--- config.mk ---
export PLATFORM = sky130hd
export DESIGN_NAME = distance_vector_route_update_flat
export DESIGN_NICKNAME = d
export VERILOG_FILES = /design/src/rtl/core/dvru_pkg.sv /design/src/rtl/core/dvru_if.sv /design/src/rtl/core/dvru_ctrl.sv /design/src/rtl/core/dvru_dpath.sv /design/src/rtl/core/distance_vector_route_update.sv /design/src/flat_wrapper.sv
export SDC_FILE = /design/constraint.sdc
export NUM_CORES = 1
export LEC_CHECK = 0
export BUFFER_PORTS_ARGS = -buffer_cell sky130_fd_sc_hd__buf_2
export CAP_MARGIN = 20
export CORE_MARGIN = 2
export CORE_UTILIZATION = 30
export DETAILED_ROUTE_END_ITERATION = 10
export GPL_TIMING_DRIVEN = 0
export PLACE_DENSITY_LB_ADDON = 0.3
export SYNTH_ARGS = -nofsm -noshare
export SYNTH_HDL_FRONTEND = slang
export SYNTH_SLANG_ARGS = --single-unit
--- constraint.sdc ---
create_clock -name i_clk -period 32.1 [get_ports i_clk]
set_input_delay 0 -clock i_clk [delete_from_list [all_inputs] [get_ports i_clk]]
set_output_delay 0 -clock i_clk [all_outputs]
set_load 0.01 [all_outputs]
--- src/rtl/core/dvru_pkg.sv ---
// Shared types and constants for the distance-vector route update block.
// No dependencies; every other file of the block refers to this package.
package dvru_pkg;

    localparam int TABLE_ENTRIES_DEF = 16;

    localparam int ADDR_W          = 32;
    localparam int ADV_METRIC_W    = 5;
    localparam int HOP_METRIC_W    = ADV_METRIC_W + 1;
    localparam int STORED_METRIC_W = 4;
    localparam int PORT_W          = 3;
    localparam int OUTCOME_W       = 3;
    localparam int SLOT_W          = 4;

    // A metric of this value or more means the route is unreachable.
    localparam logic [HOP_METRIC_W-1:0] UNREACHABLE = HOP_METRIC_W'(16);

    typedef enum logic [OUTCOME_W-1:0] {
        OUT_DISABLED  = 3'd0,
        OUT_ADDED     = 3'd1,
        OUT_DROPPED   = 3'd2,
        OUT_DELETED   = 3'd3,
        OUT_REPLACED  = 3'd4,
        OUT_REFRESHED = 3'd5,
        OUT_WORSE     = 3'd6,
        OUT_FULL      = 3'd7
    } t_outcome;

    typedef struct packed {
        logic [ADDR_W-1:0]       dest_addr;
        logic [ADDR_W-1:0]       dest_mask;
        logic [ADV_METRIC_W-1:0] adv_metric;
        logic [ADDR_W-1:0]       neighbour_addr;
        logic [PORT_W-1:0]       arrival_port;
    } t_adv;

    typedef struct packed {
        logic [ADDR_W-1:0]          dest;
        logic [ADDR_W-1:0]          mask;
        logic [STORED_METRIC_W-1:0] metric;
        logic [ADDR_W-1:0]          gateway;
        logic [PORT_W-1:0]          port;
    } t_entry;

    // Commands from the controller to the datapath.
    typedef struct packed {
        logic start;   // latch the accepted advertisement, rewind the scan
        logic scan;    // read the next table entry
        logic commit;  // apply the decision and register the result
    } t_cmd;

    // Status from the datapath to the controller.
    typedef struct packed {
        logic enable;   // configuration register
        logic rd_last;  // the scan is reading the last table entry
    } t_status;

endpackage

--- src/rtl/core/dvru_if.sv ---
// Channel interfaces of the distance-vector route update block: the
// advertisement input, the result output and the configuration write port.
// Depends on dvru_pkg for field widths.
interface dvru_adv_if;
    logic                               valid;
    logic                               ready;
    logic [dvru_pkg::ADDR_W-1:0]        dest_addr;
    logic [dvru_pkg::ADDR_W-1:0]        dest_mask;
    logic [dvru_pkg::ADV_METRIC_W-1:0]  adv_metric;
    logic [dvru_pkg::ADDR_W-1:0]        neighbour_addr;
    logic [dvru_pkg::PORT_W-1:0]        arrival_port;

    modport source (
        output valid, dest_addr, dest_mask, adv_metric, neighbour_addr, arrival_port,
        input  ready
    );
    modport sink (
        input  valid, dest_addr, dest_mask, adv_metric, neighbour_addr, arrival_port,
        output ready
    );
endinterface

interface dvru_res_if;
    logic                            valid;
    logic                            ready;
    logic [dvru_pkg::OUTCOME_W-1:0]  outcome;
    logic [dvru_pkg::SLOT_W-1:0]     slot;

    modport source (output valid, outcome, slot, input ready);
    modport sink (input valid, outcome, slot, output ready);
endinterface

interface dvru_cfg_if;
    logic valid;
    logic ready;
    logic enable;

    modport source (output valid, enable, input ready);
    modport sink (input valid, enable, output ready);
endinterface

--- src/rtl/core/dvru_ctrl.sv ---
// Sequencing controller of the distance-vector route update block.
// Depends on dvru_pkg for the command and status structs.
module dvru_ctrl (
    input  logic              i_clk,
    input  logic              i_rst_n,
    input  logic              i_adv_valid,
    output logic              o_adv_ready,
    output logic              o_res_valid,
    input  logic              i_res_ready,
    input  dvru_pkg::t_status i_sts,
    output dvru_pkg::t_cmd    o_cmd
);

    typedef enum logic [2:0] {
        ST_IDLE,
        ST_SCAN,
        ST_FLUSH,
        ST_DECIDE,
        ST_HOLD
    } t_state;

    t_state r_state;
    logic   r_adv_ready;
    logic   r_res_valid;
    logic   w_accept;

    assign w_accept = (r_state == ST_IDLE) && i_adv_valid && r_adv_ready;

    always_comb begin
        o_cmd.start  = w_accept;
        o_cmd.scan   = (r_state == ST_SCAN);
        o_cmd.commit = (r_state == ST_DECIDE);
    end

    always_ff @(posedge i_clk) begin
        if (!i_rst_n) begin
            r_state     <= ST_IDLE;
            r_adv_ready <= 1'b1;
            r_res_valid <= 1'b0;
        end else begin
            case (r_state)
                ST_IDLE: begin
                    if (w_accept) begin
                        r_adv_ready <= 1'b0;
                        // A disabled block skips the table scan entirely.
                        r_state     <= i_sts.enable ? ST_SCAN : ST_DECIDE;
                    end
                end
                ST_SCAN: begin
                    if (i_sts.rd_last) begin
                        r_state <= ST_FLUSH;
                    end
                end
                ST_FLUSH: begin
                    r_state <= ST_DECIDE;
                end
                ST_DECIDE: begin
                    r_res_valid <= 1'b1;
                    r_state     <= ST_HOLD;
                end
                ST_HOLD: begin
                    if (i_res_ready) begin
                        r_res_valid <= 1'b0;
                        r_adv_ready <= 1'b1;
                        r_state     <= ST_IDLE;
                    end
                end
                default: begin
                    r_state     <= ST_IDLE;
                    r_adv_ready <= 1'b1;
                    r_res_valid <= 1'b0;
                end
            endcase
        end
    end

    assign o_adv_ready = r_adv_ready;
    assign o_res_valid = r_res_valid;

endmodule

--- src/rtl/core/dvru_dpath.sv ---
// Datapath of the distance-vector route update block: route memory, valid
// bits, scan compare, update decision and result registers. Uses dvru_pkg.
module dvru_dpath #(
    parameter int TABLE_ENTRIES = dvru_pkg::TABLE_ENTRIES_DEF
) (
    input  logic                            i_clk,
    input  logic                            i_rst_n,
    input  dvru_pkg::t_cmd                  i_cmd,
    input  dvru_pkg::t_adv                  i_adv,
    input  logic                            i_cfg_valid,
    input  logic                            i_cfg_enable,
    output logic                            o_cfg_ready,
    output dvru_pkg::t_status               o_sts,
    output logic [dvru_pkg::OUTCOME_W-1:0]  o_outcome,
    output logic [dvru_pkg::SLOT_W-1:0]     o_slot
);

    localparam int IDX_W = $clog2(TABLE_ENTRIES);
    localparam int EXT_W = (IDX_W > dvru_pkg::SLOT_W) ? IDX_W : dvru_pkg::SLOT_W;
    localparam logic [IDX_W-1:0] LAST_IDX = IDX_W'(TABLE_ENTRIES - 1);

    logic                     r_enable;
    dvru_pkg::t_adv           r_item;
    logic [TABLE_ENTRIES-1:0] r_valid;
    dvru_pkg::t_entry         r_route_mem [TABLE_ENTRIES];

    logic [IDX_W-1:0]         r_rd_idx;
    dvru_pkg::t_entry         r_rd_data;
    logic                     r_cmp_vld;
    logic [IDX_W-1:0]         r_cmp_idx;

    logic                     r_hit_found;
    logic [IDX_W-1:0]         r_hit_idx;
    dvru_pkg::t_entry         r_hit_entry;
    logic                     r_free_found;
    logic [IDX_W-1:0]         r_free_idx;

    logic [dvru_pkg::OUTCOME_W-1:0] r_outcome;
    logic [dvru_pkg::SLOT_W-1:0]    r_slot;

    logic                                w_match;
    logic                                w_free;
    logic [dvru_pkg::HOP_METRIC_W-1:0]   w_metric;
    logic [dvru_pkg::HOP_METRIC_W-1:0]   w_old_metric;
    logic                                w_unreach;
    dvru_pkg::t_outcome                  w_outcome;
    logic [IDX_W-1:0]                    w_idx;
    logic                                w_report_idx;
    logic                                w_wr_en;
    dvru_pkg::t_entry                    w_wr_entry;
    logic                                w_set_valid;
    logic                                w_clr_valid;
    logic [EXT_W-1:0]                    w_slot_ext;

    // Configuration register; writes are always taken.
    assign o_cfg_ready = 1'b1;

    always_ff @(posedge i_clk) begin
        if (!i_rst_n) begin
            r_enable <= 1'b1;
        end else if (i_cfg_valid) begin
            r_enable <= i_cfg_enable;
        end
    end

    always_ff @(posedge i_clk) begin
        if (i_cmd.start) begin
            r_item <= i_adv;
        end
    end

    // Scan address and compare-stage control.
    always_ff @(posedge i_clk) begin
        if (!i_rst_n) begin
            r_rd_idx  <= '0;
            r_cmp_vld <= 1'b0;
        end else begin
            r_cmp_vld <= i_cmd.scan;
            if (i_cmd.start) begin
                r_rd_idx <= '0;
            end else if (i_cmd.scan) begin
                r_rd_idx <= r_rd_idx + IDX_W'(1);
            end
        end
    end

    // Route memory: one read port for the scan, one write port for commit.
    always_ff @(posedge i_clk) begin
        if (i_cmd.scan) begin
            r_rd_data <= r_route_mem[r_rd_idx];
            r_cmp_idx <= r_rd_idx;
        end
        if (w_wr_en) begin
            r_route_mem[w_idx] <= w_wr_entry;
        end
    end

    assign w_match = r_valid[r_cmp_idx] && (r_rd_data.dest == r_item.dest_addr);
    assign w_free  = !r_valid[r_cmp_idx];

    // The first matching and the first free slot in scan order are kept.
    always_ff @(posedge i_clk) begin
        if (!i_rst_n) begin
            r_hit_found  <= 1'b0;
            r_free_found <= 1'b0;
        end else if (i_cmd.start) begin
            r_hit_found  <= 1'b0;
            r_free_found <= 1'b0;
        end else if (r_cmp_vld) begin
            if (w_match && !r_hit_found) begin
                r_hit_found <= 1'b1;
            end
            if (w_free && !r_free_found) begin
                r_free_found <= 1'b1;
            end
        end
    end

    always_ff @(posedge i_clk) begin
        if (r_cmp_vld && w_match && !r_hit_found) begin
            r_hit_idx   <= r_cmp_idx;
            r_hit_entry <= r_rd_data;
        end
        if (r_cmp_vld && w_free && !r_free_found) begin
            r_free_idx <= r_cmp_idx;
        end
    end

    // Update decision, evaluated once the scan has finished.
    assign w_metric     = dvru_pkg::HOP_METRIC_W'(r_item.adv_metric) + dvru_pkg::HOP_METRIC_W'(1);
    assign w_old_metric = dvru_pkg::HOP_METRIC_W'(r_hit_entry.metric);
    assign w_unreach    = (w_metric >= dvru_pkg::UNREACHABLE);

    always_comb begin
        w_outcome    = dvru_pkg::OUT_DISABLED;
        w_idx        = r_hit_idx;
        w_report_idx = 1'b0;
        w_set_valid  = 1'b0;
        w_clr_valid  = 1'b0;
        w_wr_en      = 1'b0;
        w_wr_entry.dest    = r_item.dest_addr;
        w_wr_entry.mask    = r_hit_entry.mask;
        w_wr_entry.metric  = w_metric[dvru_pkg::STORED_METRIC_W-1:0];
        w_wr_entry.gateway = r_item.neighbour_addr;
        w_wr_entry.port    = r_item.arrival_port;
        if (!r_enable) begin
            w_outcome = dvru_pkg::OUT_DISABLED;
        end else if (!r_hit_found) begin
            if (w_unreach) begin
                w_outcome = dvru_pkg::OUT_DROPPED;
            end else if (!r_free_found) begin
                w_outcome = dvru_pkg::OUT_FULL;
            end else begin
                w_outcome       = dvru_pkg::OUT_ADDED;
                w_idx           = r_free_idx;
                w_report_idx    = 1'b1;
                w_set_valid     = 1'b1;
                w_wr_en         = i_cmd.commit;
                w_wr_entry.mask = r_item.dest_mask;
            end
        end else begin
            w_report_idx = 1'b1;
            if (w_unreach) begin
                w_outcome   = dvru_pkg::OUT_DELETED;
                w_clr_valid = 1'b1;
            end else if ((w_old_metric > w_metric) ||
                         ((r_hit_entry.gateway == r_item.neighbour_addr) &&
                          (w_old_metric != w_metric))) begin
                w_outcome = dvru_pkg::OUT_REPLACED;
                w_wr_en   = i_cmd.commit;
            end else if (w_old_metric == w_metric) begin
                w_outcome = dvru_pkg::OUT_REFRESHED;
            end else begin
                w_outcome = dvru_pkg::OUT_WORSE;
            end
        end
    end

    assign w_slot_ext = EXT_W'(w_idx);

    always_ff @(posedge i_clk) begin
        if (!i_rst_n) begin
            r_valid <= '0;
        end else if (i_cmd.commit) begin
            if (w_set_valid) begin
                r_valid[w_idx] <= 1'b1;
            end else if (w_clr_valid) begin
                r_valid[w_idx] <= 1'b0;
            end
        end
    end

    always_ff @(posedge i_clk) begin
        if (i_cmd.commit) begin
            r_outcome <= w_outcome;
            r_slot    <= w_report_idx ? w_slot_ext[dvru_pkg::SLOT_W-1:0] : '0;
        end
    end

    always_comb begin
        o_sts.enable  = r_enable;
        o_sts.rd_last = (r_rd_idx == LAST_IDX);
    end

    assign o_outcome = r_outcome;
    assign o_slot    = r_slot;

endmodule

--- src/rtl/core/distance_vector_route_update.sv ---
// Top level of the distance-vector route update block: joins the channel
// interfaces to the controller and the datapath. Uses dvru_pkg and dvru_if.
//
// Each advertisement beat carries a destination, mask, advertised metric,
// neighbour address and arrival port. The block adds one hop to the metric
// (16 or more is unreachable) and applies it to a route table matched on
// destination alone, lowest matching slot first. Exactly one result beat
// follows each advertisement beat, giving the outcome code and the slot that
// matched or was written (slot is 0 for disabled, dropped and table-full
// outcomes, and reported modulo 16 for larger tables). One advertisement is
// handled at a time: a new one is not accepted until the result beat has
// been taken. After acceptance the controller passes through its scan, flush
// and decide states before the result beat becomes valid. The scan reads
// the route memory one entry per cycle through its single read port while
// the compare stage looks for the first matching and the first free slot.
// While the block is disabled the scan is skipped and the controller goes
// from acceptance straight to its decide state. Valid bits live in
// flip-flops and are cleared at reset, so there is no clearing pass after
// reset. The configuration write port is always ready and should only be
// written while no advertisement is in flight.
module distance_vector_route_update #(
    parameter int TABLE_ENTRIES = dvru_pkg::TABLE_ENTRIES_DEF
) (
    input  logic        i_clk,
    input  logic        i_rst_n,
    dvru_adv_if.sink    i_adv,
    dvru_res_if.source  o_res,
    dvru_cfg_if.sink    i_cfg
);

    dvru_pkg::t_cmd     w_cmd;
    dvru_pkg::t_status  w_sts;
    dvru_pkg::t_adv     w_adv;
    logic               w_adv_ready;
    logic               w_res_valid;
    logic               w_cfg_ready;
    logic [dvru_pkg::OUTCOME_W-1:0] w_outcome;
    logic [dvru_pkg::SLOT_W-1:0]    w_slot;

    // Gather the advertisement beat into one payload word.
    always_comb begin
        w_adv.dest_addr      = i_adv.dest_addr;
        w_adv.dest_mask      = i_adv.dest_mask;
        w_adv.adv_metric     = i_adv.adv_metric;
        w_adv.neighbour_addr = i_adv.neighbour_addr;
        w_adv.arrival_port   = i_adv.arrival_port;
    end

    dvru_ctrl u_ctrl (
        .i_clk       (i_clk),
        .i_rst_n     (i_rst_n),
        .i_adv_valid (i_adv.valid),
        .o_adv_ready (w_adv_ready),
        .o_res_valid (w_res_valid),
        .i_res_ready (o_res.ready),
        .i_sts       (w_sts),
        .o_cmd       (w_cmd)
    );

    dvru_dpath #(
        .TABLE_ENTRIES (TABLE_ENTRIES)
    ) u_dpath (
        .i_clk        (i_clk),
        .i_rst_n      (i_rst_n),
        .i_cmd        (w_cmd),
        .i_adv        (w_adv),
        .i_cfg_valid  (i_cfg.valid),
        .i_cfg_enable (i_cfg.enable),
        .o_cfg_ready  (w_cfg_ready),
        .o_sts        (w_sts),
        .o_outcome    (w_outcome),
        .o_slot       (w_slot)
    );

    assign i_adv.ready   = w_adv_ready;
    assign i_cfg.ready   = w_cfg_ready;
    assign o_res.valid   = w_res_valid;
    assign o_res.outcome = w_outcome;
    assign o_res.slot    = w_slot;

endmodule
--- src/flat_wrapper.sv ---
// flat-port wrapper written by rule: the top's interface ports become plain ports
module distance_vector_route_update_flat 
#(
    parameter int TABLE_ENTRIES = dvru_pkg::TABLE_ENTRIES_DEF
)
  (i_clk, i_rst_n, i_adv_valid, i_adv_dest_addr, i_adv_dest_mask, i_adv_adv_metric, i_adv_neighbour_addr, i_adv_arrival_port, i_adv_ready, o_res_valid, o_res_outcome, o_res_slot, o_res_ready, i_cfg_valid, i_cfg_enable, i_cfg_ready);
  dvru_adv_if i_adv_i ();
  dvru_res_if o_res_i ();
  dvru_cfg_if i_cfg_i ();
  input  logic i_clk;
  input  logic i_rst_n;
  input wire logic [$bits(i_adv_i.valid)-1:0] i_adv_valid;
  input wire logic [$bits(i_adv_i.dest_addr)-1:0] i_adv_dest_addr;
  input wire logic [$bits(i_adv_i.dest_mask)-1:0] i_adv_dest_mask;
  input wire logic [$bits(i_adv_i.adv_metric)-1:0] i_adv_adv_metric;
  input wire logic [$bits(i_adv_i.neighbour_addr)-1:0] i_adv_neighbour_addr;
  input wire logic [$bits(i_adv_i.arrival_port)-1:0] i_adv_arrival_port;
  output wire logic [$bits(i_adv_i.ready)-1:0] i_adv_ready;
  output wire logic [$bits(o_res_i.valid)-1:0] o_res_valid;
  output wire logic [$bits(o_res_i.outcome)-1:0] o_res_outcome;
  output wire logic [$bits(o_res_i.slot)-1:0] o_res_slot;
  input wire logic [$bits(o_res_i.ready)-1:0] o_res_ready;
  input wire logic [$bits(i_cfg_i.valid)-1:0] i_cfg_valid;
  input wire logic [$bits(i_cfg_i.enable)-1:0] i_cfg_enable;
  output wire logic [$bits(i_cfg_i.ready)-1:0] i_cfg_ready;
  assign i_adv_i.valid = i_adv_valid;
  assign i_adv_i.dest_addr = i_adv_dest_addr;
  assign i_adv_i.dest_mask = i_adv_dest_mask;
  assign i_adv_i.adv_metric = i_adv_adv_metric;
  assign i_adv_i.neighbour_addr = i_adv_neighbour_addr;
  assign i_adv_i.arrival_port = i_adv_arrival_port;
  assign i_adv_ready = i_adv_i.ready;
  assign o_res_valid = o_res_i.valid;
  assign o_res_outcome = o_res_i.outcome;
  assign o_res_slot = o_res_i.slot;
  assign o_res_i.ready = o_res_ready;
  assign i_cfg_i.valid = i_cfg_valid;
  assign i_cfg_i.enable = i_cfg_enable;
  assign i_cfg_ready = i_cfg_i.ready;
  distance_vector_route_update #(.TABLE_ENTRIES(TABLE_ENTRIES)) u_core (.i_clk(i_clk), .i_rst_n(i_rst_n), .i_adv(i_adv_i), .o_res(o_res_i), .i_cfg(i_cfg_i));
endmodule
==> results.sh, run 1 <==
export IMPL_min_to="u_core.u_dpath.r_item[103]$_DFFE_PP_"
export IMPL_p_leak_nw=18.9
export IMPL_crit_path_cell_trace="xnor2_1 > nand4_1 > nor4_1 > buf_2 > a211oi_2 > buf_4 > nor3_2 > buf_8 > buf_6 > buf_6 > buf_6 > buf_6 > buf_6 > buf_6"
export IMPL_routedWlPerCell_um=25.6
export IMPL_synth_cell_area_sq_um=49300
export IMPL_comb_power_share_pct=6.8
export IMPL_hold_viol=0
export IMPL_clockBufferDepth=3
export IMPL_syn_inst=2023
export IMPL_routed_wl_um=125000
export IMPL_post_route_min_period_ns=4.99
export IMPL_core_sq_um=163000
export IMPL_drt_drc_violations_left=0
export IMPL_crit_cells=14
export IMPL_synth_compound_area_share_pct=1.33
export IMPL_clk_pin_slew_ns=0.06
export IMPL_cts_resized=0
export IMPL_intPower_w=0.00300
export IMPL_hold_class="in2reg"
export IMPL_finalSetupTns_ns=0
export IMPL_r2r_end="u_core.u_dpath.r_route_mem[2][93]$_DFFE_PP_"
export IMPL_period_share_pct=15.5
export IMPL_cts_hold_buf=135
export IMPL_via_count=23800
export IMPL_grt_max_degree=39
export IMPL_path_common_cell="buf_6"
export IMPL_antenna_found_initial=1
export IMPL_via_per_inst=4.86
export IMPL_die_area_sq_um=168000
export IMPL_r2r_slack_ns=27.11
export IMPL_max_stage_delay_ns=0.62
export IMPL_synth_top_family_by_area="multiplexers"
export IMPL_synth_ff_type="edfxtp_1"
export IMPL_io_buffers=83
export IMPL_ys_ff_latch=1309
export IMPL_pwr_share_seq_pct=51.7
export IMPL_cpLargestDelayFamily="buffers and inverters"
export IMPL_setup_viol=0
export IMPL_yosysUniqueCellTypes=61
export IMPL_rr_startpoint="u_core.u_dpath.r_item[11]$_DFFE_PP_"
export IMPL_power_total_w=0.00384
export IMPL_reg2reg_depth=14
export IMPL_ir_drop_mv=0.0363
export IMPL_slowest_stage="edfxtp_1"
export IMPL_synthMuxAreaShare_pct=15.8
export IMPL_switching_share_pct=21.9
export IMPL_drt_initial_drc_count=2553
export IMPL_timing_hold_ws_ns=0.0338
export IMPL_grt_usage_pct=14.9
export IMPL_ant_nets=0
export IMPL_syn_nets=2138
export IMPL_synthSimpleGateAreaFrac_pct=1.29
export IMPL_final_cell_mix="edfxtp_1 (1,280), mux4_2 (345), clkbuf_16 (151)"
export IMPL_place_congestion=0.742
export IMPL_diodes=0
export IMPL_multiInputGateArea_sq_um=9880
export IMPL_mostFrequentLayoutCell="edfxtp_1"
export IMPL_ys_async_sr_fraction_pct=0
export IMPL_p_sw_w=0.000843
export IMPL_clk_latency_ns=0.76
export IMPL_cts_root_buffer="clkbuf_16"
export IMPL_cts_post_setup_buffers_inserted=0
export IMPL_hp_start="i_adv_dest_addr[31]"
export IMPL_whs_path_depth=2
export IMPL_layout_drive_gt1_share_pct=34.4
export IMPL_synth_warnings=0
export IMPL_drtPass1Iterations=6
export IMPL_path_buf_inv=9
export IMPL_die_y_um=409
export IMPL_regArea_sq_um=39000
export IMPL_clock_skew_final_ns=0.0285
export IMPL_cp_start_kind="flip-flop"
export IMPL_endpoint_kind="flip-flop"
export IMPL_hpwl_um=87000
export IMPL_clock_sinks=1309
export IMPL_synth_edf_count=1280
export IMPL_fmax_ghz=0.201
export IMPL_cts_buffers=141
export IMPL_grt_pass1_vias=24800
export IMPL_grt_pass1_wl_um=180000
export IMPL_status="finished clean"
export IMPL_fp_dieW_um=409
export IMPL_ios=120
export IMPL_drv_cap=0
export IMPL_relSlewSlack_pct=24.5
export IMPL_seq_area_frac_synth_pct=79.2
export IMPL_slew_viol_final=0
export IMPL_cts_tree="done"
export IMPL_syn_area_per_cell_sq_um=24.4
export IMPL_power_density_nw_per_um2=63.3
export IMPL_synth_fa_ha_area_share_pct=0.127
export IMPL_overflow=0
export IMPL_initial_utilization_pct=30.2
export IMPL_crit_required_ns=32.55
export IMPL_row_count=148
export IMPL_h_tree_depth=4
export IMPL_pwr_share_clk_pct=41.4
export IMPL_final_nets=2727
export IMPL_crit_arrival_ns=5.44
export IMPL_final_fill_count=14800
export IMPL_rsz0062_at_grt="no"
export IMPL_syn_to_final_growth_pct=23.3
export IMPL_worstPathMaxFanout=17
export IMPL_synthXorXnorAreaFrac_pct=1.27
export IMPL_tightest_slew_ns=1.13
export IMPL_critical_path_class="reg2reg"
cells by family (layout without fill, tap and decap cells):
group,after synthesis,after routing
buffers and inverters,106,812
DFF,1309,1309
xor gates and xnor gates,70,70
and+or+nand+nor,110,110
AOI/OAI and AO/OA,74,74
muxes,348,348
adders and majority gates,5,5
other,1,1
power by group through the flow:
| stage | Sequential, W | Combinational, W | Clock (W) |
|---|---|---|---|
| after detailed placement | 0.00202 | 0.000256 | 0 |
| after global placement | 0.00203 | 0.000244 | 0 |
| after global routing | 0.00200 | 0.000281 | 0.00169 |
| after CTS | 0.00199 | 0.000270 | 0.00162 |
| final | 0.00199 | 0.000262 | 0.00159 |
| after floorplan | 0.00201 | 0.000163 | 0 |
registers in the layout, summed over array words and instances, names as in the netlist, 3 cells and up, named ones only:
register,flops
u_core.u_dpath.r_cmp_idx,4
u_core.u_ctrl.r_state,3
u_core.u_dpath.o_slot,4
u_core.u_dpath.o_outcome,3
u_core.u_dpath.r_route_mem,1088
u_core.u_dpath.r_rd_data,68
u_core.u_dpath.r_hit_entry,36
u_core.u_dpath.r_hit_idx,4
u_core.u_dpath.r_rd_idx,4
u_core.u_dpath.r_free_idx,4
u_core.u_dpath.r_item,69
worst max-delay path by stage:
stage	to	from
after floorplan	u_core.u_dpath.r_route_mem[15][100]$_DFFE_PP_	u_core.u_dpath.r_item[37]$_DFFE_PP_
after global placement	u_core.u_dpath.r_route_mem[15][93]$_DFFE_PP_	u_core.u_dpath.r_item[11]$_DFFE_PP_
after detailed placement	u_core.u_dpath.r_route_mem[2][92]$_DFFE_PP_	u_core.u_dpath.r_item[11]$_DFFE_PP_
after CTS	u_core.u_dpath.r_route_mem[2][92]$_DFFE_PP_	u_core.u_dpath.r_item[11]$_DFFE_PP_
after global routing	u_core.u_dpath.r_route_mem[2][92]$_DFFE_PP_	u_core.u_dpath.r_item[11]$_DFFE_PP_
final	u_core.u_dpath.r_route_mem[2][93]$_DFFE_PP_	u_core.u_dpath.r_item[11]$_DFFE_PP_
cells in the mapped netlist, drive strengths merged, types with 2 or more instances:
master / count / area (sq um)
mux4: 345 / 7770
a21oi: 5 / 25.0
mux2i: 2 / 20.0
or4b: 5 / 57.6
a221oi: 16 / 140
nand2b: 2 / 12.5
edfxtp: 1280 / 38400
nor3b: 5 / 37.5
o21ai: 7 / 35.0
a31oi: 3 / 25.0
dfxtp: 29 / 581
inv: 9 / 33.8
o221a: 16 / 180
xor2: 18 / 158
o211ai: 3 / 36.3
clkbuf: 57 / 215
nor3: 10 / 50.1
nand4: 15 / 93.8
ha: 5 / 62.6
a21boi: 5 / 41.3
xnor2: 51 / 447
a2111oi: 5 / 47.6
and3: 2 / 12.5
buf: 40 / 240
nand3: 4 / 20.0
and2: 6 / 37.5
a21o: 5 / 37.5
a211oi: 3 / 27.5
nor2b: 7 / 43.8
nand2: 22 / 82.6
or4: 4 / 33.8
nor2: 14 / 52.6
nor4: 7 / 43.8
layout make-up:
class / instances / area share, %
Multi-Input combinational cell: 608 / 16.3
Tap cell: 2175 / 4.48
Buffer: 97 / 0.749
Sequential cell: 1309 / 64.2
Inverter: 9 / 0.0556
Timing Repair Buffer: 446 / 6.74
Clock buffer: 171 / 6.34
Clock inverter: 89 / 1.17
routing by layer:
metal	routed length (um)	track usage [%]	vias up
met5	0	0	-
met4	2360	3.89	0
met3	5980	2.12	161
met2	63300	25.2	774
met1	53800	20.1	13000
li1	-	-	9921
stage by stage:
step	instance area [sq um]	setup WS [ns]	utilization, %	cells
2_1_floorplan	49300	18.60	-	2023
3_3_place_gp	52400	0.967	32.2	4281
3_5_place_dp	54900	27.15	33.7	4509
4_1_cts	60800	27.13	37.3	4904
5_1_grt	60800	27.06	37.3	4904
6_report	60800	27.11	37.3	4904
Power figures use the tool's default switching activity.
==> run 2: changes to the inputs <==
==> constraint.sdc (replaced) <==
create_clock -name i_clk -period 4.05 [get_ports i_clk]
set_input_delay 0 -clock i_clk [delete_from_list [all_inputs] [get_ports i_clk]]
set_output_delay 0 -clock i_clk [all_outputs]
set_load 0.01 [all_outputs]
==> run 2 against run 1 <==
First-iteration DRC count is 12% lower. Non-clock buffer count down 66. Setup slack worse by 27 ns. Register-to-register slack got worse by 27 ns. Via count decreased by 1.7%. Hold slack got worse by 0.018 ns. Sequential share of layout area is 0.33 points lower. Final area rose by 0.52%. Critical path type unchanged.
==> results.sh, run 2 (synthesis results as in run 1) <==
export IMPL_status="finished clean"
export IMPL_final_cell_mix="edfxtp_1 (1,280), mux4_2 (345), clkbuf_16 (137)"
export IMPL_switching_share_pct=22.1
export IMPL_routed_wl_um=124000
export IMPL_power_density_nw_per_um2=486
export IMPL_setup_viol=0
export IMPL_startpoint="u_core.u_dpath.r_item[35]$_DFFE_PP_"
export IMPL_pwr_share_seq_pct=53.1
export IMPL_ant_nets=0
export IMPL_largest_reg_flops=1088
export IMPL_reg_largest_list="u_core.u_dpath.r_route_mem x1088, u_core.u_dpath.r_item x69, u_core.u_dpath.r_rd_data x68"
export IMPL_critical_path_class="reg2reg"
export IMPL_die_y_um=409
export IMPL_mostFrequentLayoutCell="edfxtp_1"
export IMPL_slowest_stage="nor3_4"
export IMPL_p_sw_w=0.00655
export IMPL_cts_root_buffer="clkbuf_16"
export IMPL_ir_drop_mv=0.368
export IMPL_intPower_w=0.0232
export IMPL_max_stage_delay_ns=0.53
export IMPL_crit_path_cell_trace="nand3_2 > xnor2_4 > inv_1 > ha_1 > nand4_1 > o2111ai_4 > a21o_1 > nor3_4 > buf_8 > buf_8 > buf_8"
export IMPL_relSlewSlack_pct=25.1
export IMPL_cts_buffers=132
export IMPL_layout_drive_gt1_share_pct=33.0
export IMPL_cp_start_kind="flip-flop"
export IMPL_drtPass1Iterations=5
export IMPL_timing_hold_ws_ns=0.0161
export IMPL_row_count=148
export IMPL_hp_start="i_adv_adv_metric[0]"
export IMPL_via_count=23400
export IMPL_pwr_share_clk_pct=39.8
export IMPL_overflow=0
export IMPL_endpoint_kind="flip-flop"
export IMPL_post_route_min_period_ns=3.84
export IMPL_io_buffers=83
export IMPL_worstPathMaxFanout=17
export IMPL_initial_utilization_pct=30.2
export IMPL_core_sq_um=163000
export IMPL_worst_slack_ns=0.209
export IMPL_die_area_sq_um=168000
export IMPL_cts_tree="done"
export IMPL_clk_latency_ns=0.75
export IMPL_power_total_w=0.0297
export IMPL_crit_required_ns=4.49
export IMPL_h_tree_depth=4
export IMPL_path_common_cell="buf_8"
export IMPL_hold_viol=0
export IMPL_comb_power_share_pct=7.2
export IMPL_period_share_pct=94.8
export IMPL_routedWlPerCell_um=25.9
export IMPL_syn_to_final_growth_pct=23.9
export IMPL_clock_sinks=1309
export IMPL_grt_pass1_wl_um=178000
export IMPL_grt_max_degree=27
export IMPL_fmax_ghz=0.260
export IMPL_clock_skew_final_ns=0.0298
export IMPL_drv_cap=0
export IMPL_rr_startpoint="u_core.u_dpath.r_item[35]$_DFFE_PP_"
export IMPL_ios=120
export IMPL_drt_initial_drc_count=2257
export IMPL_p_leak_nw=18.8
export IMPL_tightest_slew_ns=1.12
export IMPL_clockBufferDepth=3
export IMPL_place_congestion=0.738
export IMPL_rsz0062_at_grt="no"
export IMPL_crit_arrival_ns=4.28
export IMPL_final_nets=2652
export IMPL_via_per_inst=4.87
export IMPL_fin_cells=4811
export IMPL_drt_drc_violations_left=0
export IMPL_dp_cells=4426
export IMPL_dp_slack_ns=-0.0440
export IMPL_fp_dieW_um=409
export IMPL_grt_pass1_vias=24500
export IMPL_hpwl_um=84800
export IMPL_slew_viol_final=0
export IMPL_clk_pin_slew_ns=0.06
export IMPL_antenna_found_initial=5
export IMPL_hold_class="in2reg"
export IMPL_grt_usage_pct=14.8
export IMPL_regMostFlops="u_core.u_dpath.r_route_mem"
-- run 2: cell count changes in the layout (fill, tap and decap cells not counted), sizes merged --
| cell | previous run | this run |
|---|---|---|
| bufinv | 10 | 8 |
| clkbuf | 228 | 227 |
| diode | 0 | 1 |
| clkinv | 67 | 36 |
| buf | 351 | 292 |
| dlygate4sd3 | 135 | 128 |
| inv | 12 | 18 |
-- run 2: final cells by class --
cell class / count / area (sq um)
Inverter: 9 / 33.8
Multi-Input combinational cell: 608 / 10100
Antenna cell: 1 / 2.50
Sequential cell: 1309 / 39000
Clock buffer: 170 / 3570
Tap cell: 2175 / 2720
Fill cell: 14600 / 102000
Clock inverter: 62 / 588
Timing Repair Buffer: 380 / 4570
Buffer: 97 / 460
-- run 2: power groups by stage --
stage / clock network [W] / logic, W / registers [W]
detailed placement: 0 / 0.00207 / 0.0160
finish: 0.0118 / 0.00212 / 0.0158
global placement: 0 / 0.00195 / 0.0161
floorplan: 0 / 0.00132 / 0.0159
global route: 0.0126 / 0.00228 / 0.0158
CTS: 0.0121 / 0.00218 / 0.0158
-- run 2: worst paths after layout --
check                                                      to  slack, ns  cells after the start
hold reg to reg       u_core.u_dpath.r_hit_entry[7]$_DFFE_PP_       0.41                      0
hold / removal            u_core.u_dpath.r_item[35]$_DFFE_PP_       0.02                      2
setup / recovery  u_core.u_dpath.r_route_mem[14][6]$_DFFE_PP_       0.21                     11
setup reg to reg  u_core.u_dpath.r_route_mem[14][6]$_DFFE_PP_       0.21                     11
-- run 2: through the flow --
step | util (%) | TNS [ns] | cell area, sq um
6_report | 37.5 | 0 | 61100
5_1_grt | 37.5 | 0 | 61100
4_1_cts | 37.4 | 0 | 60900
3_5_place_dp | 34.0 | -0.728 | 55400
3_3_place_gp | 32.3 | -7658.08 | 52700
2_1_floorplan | - | -930.34 | 49500
-- run 2: metal layers --
metal | wire length (um) | part of all wire (%) | vias up | GRT usage (%)
met4 | 2370 | 1.9 | 6 | 3.77
li1 | - | - | 9775 | -
met2 | 63100 | 51 | 661 | 25.2
met1 | 52600 | 42 | 12800 | 19.5
met5 | 40 | 0.032 | - | 0
met3 | 6300 | 5.1 | 160 | 2.66
-- run 2: worst max-delay path, delay by kind of cell, from the launching register on --
| family | cells | cell delay (ns) |
|---|---|---|
| and+or+nand+nor | 3 | 0.91 |
| buffers and inverters | 4 | 0.69 |
| AOI/OAI and AO/OA | 2 | 0.65 |
| DFF | 1 | 0.48 |
| xor gates and xnor gates | 1 | 0.45 |
| adders and majority gates | 1 | 0.32 |
-- run 2: what timing repair did --
| item | 4_1_cts | 5_1_grt |
|---|---|---|
| hold endpoints to repair | 112 | 0 |
| resized for setup | 0 | 1 |
| setup endpoints to repair | 26 | 114 |
| hold buffers | 128 | 0 |
| buffers inserted | 1 | 22 |
| pin swaps | 2 | 8 |
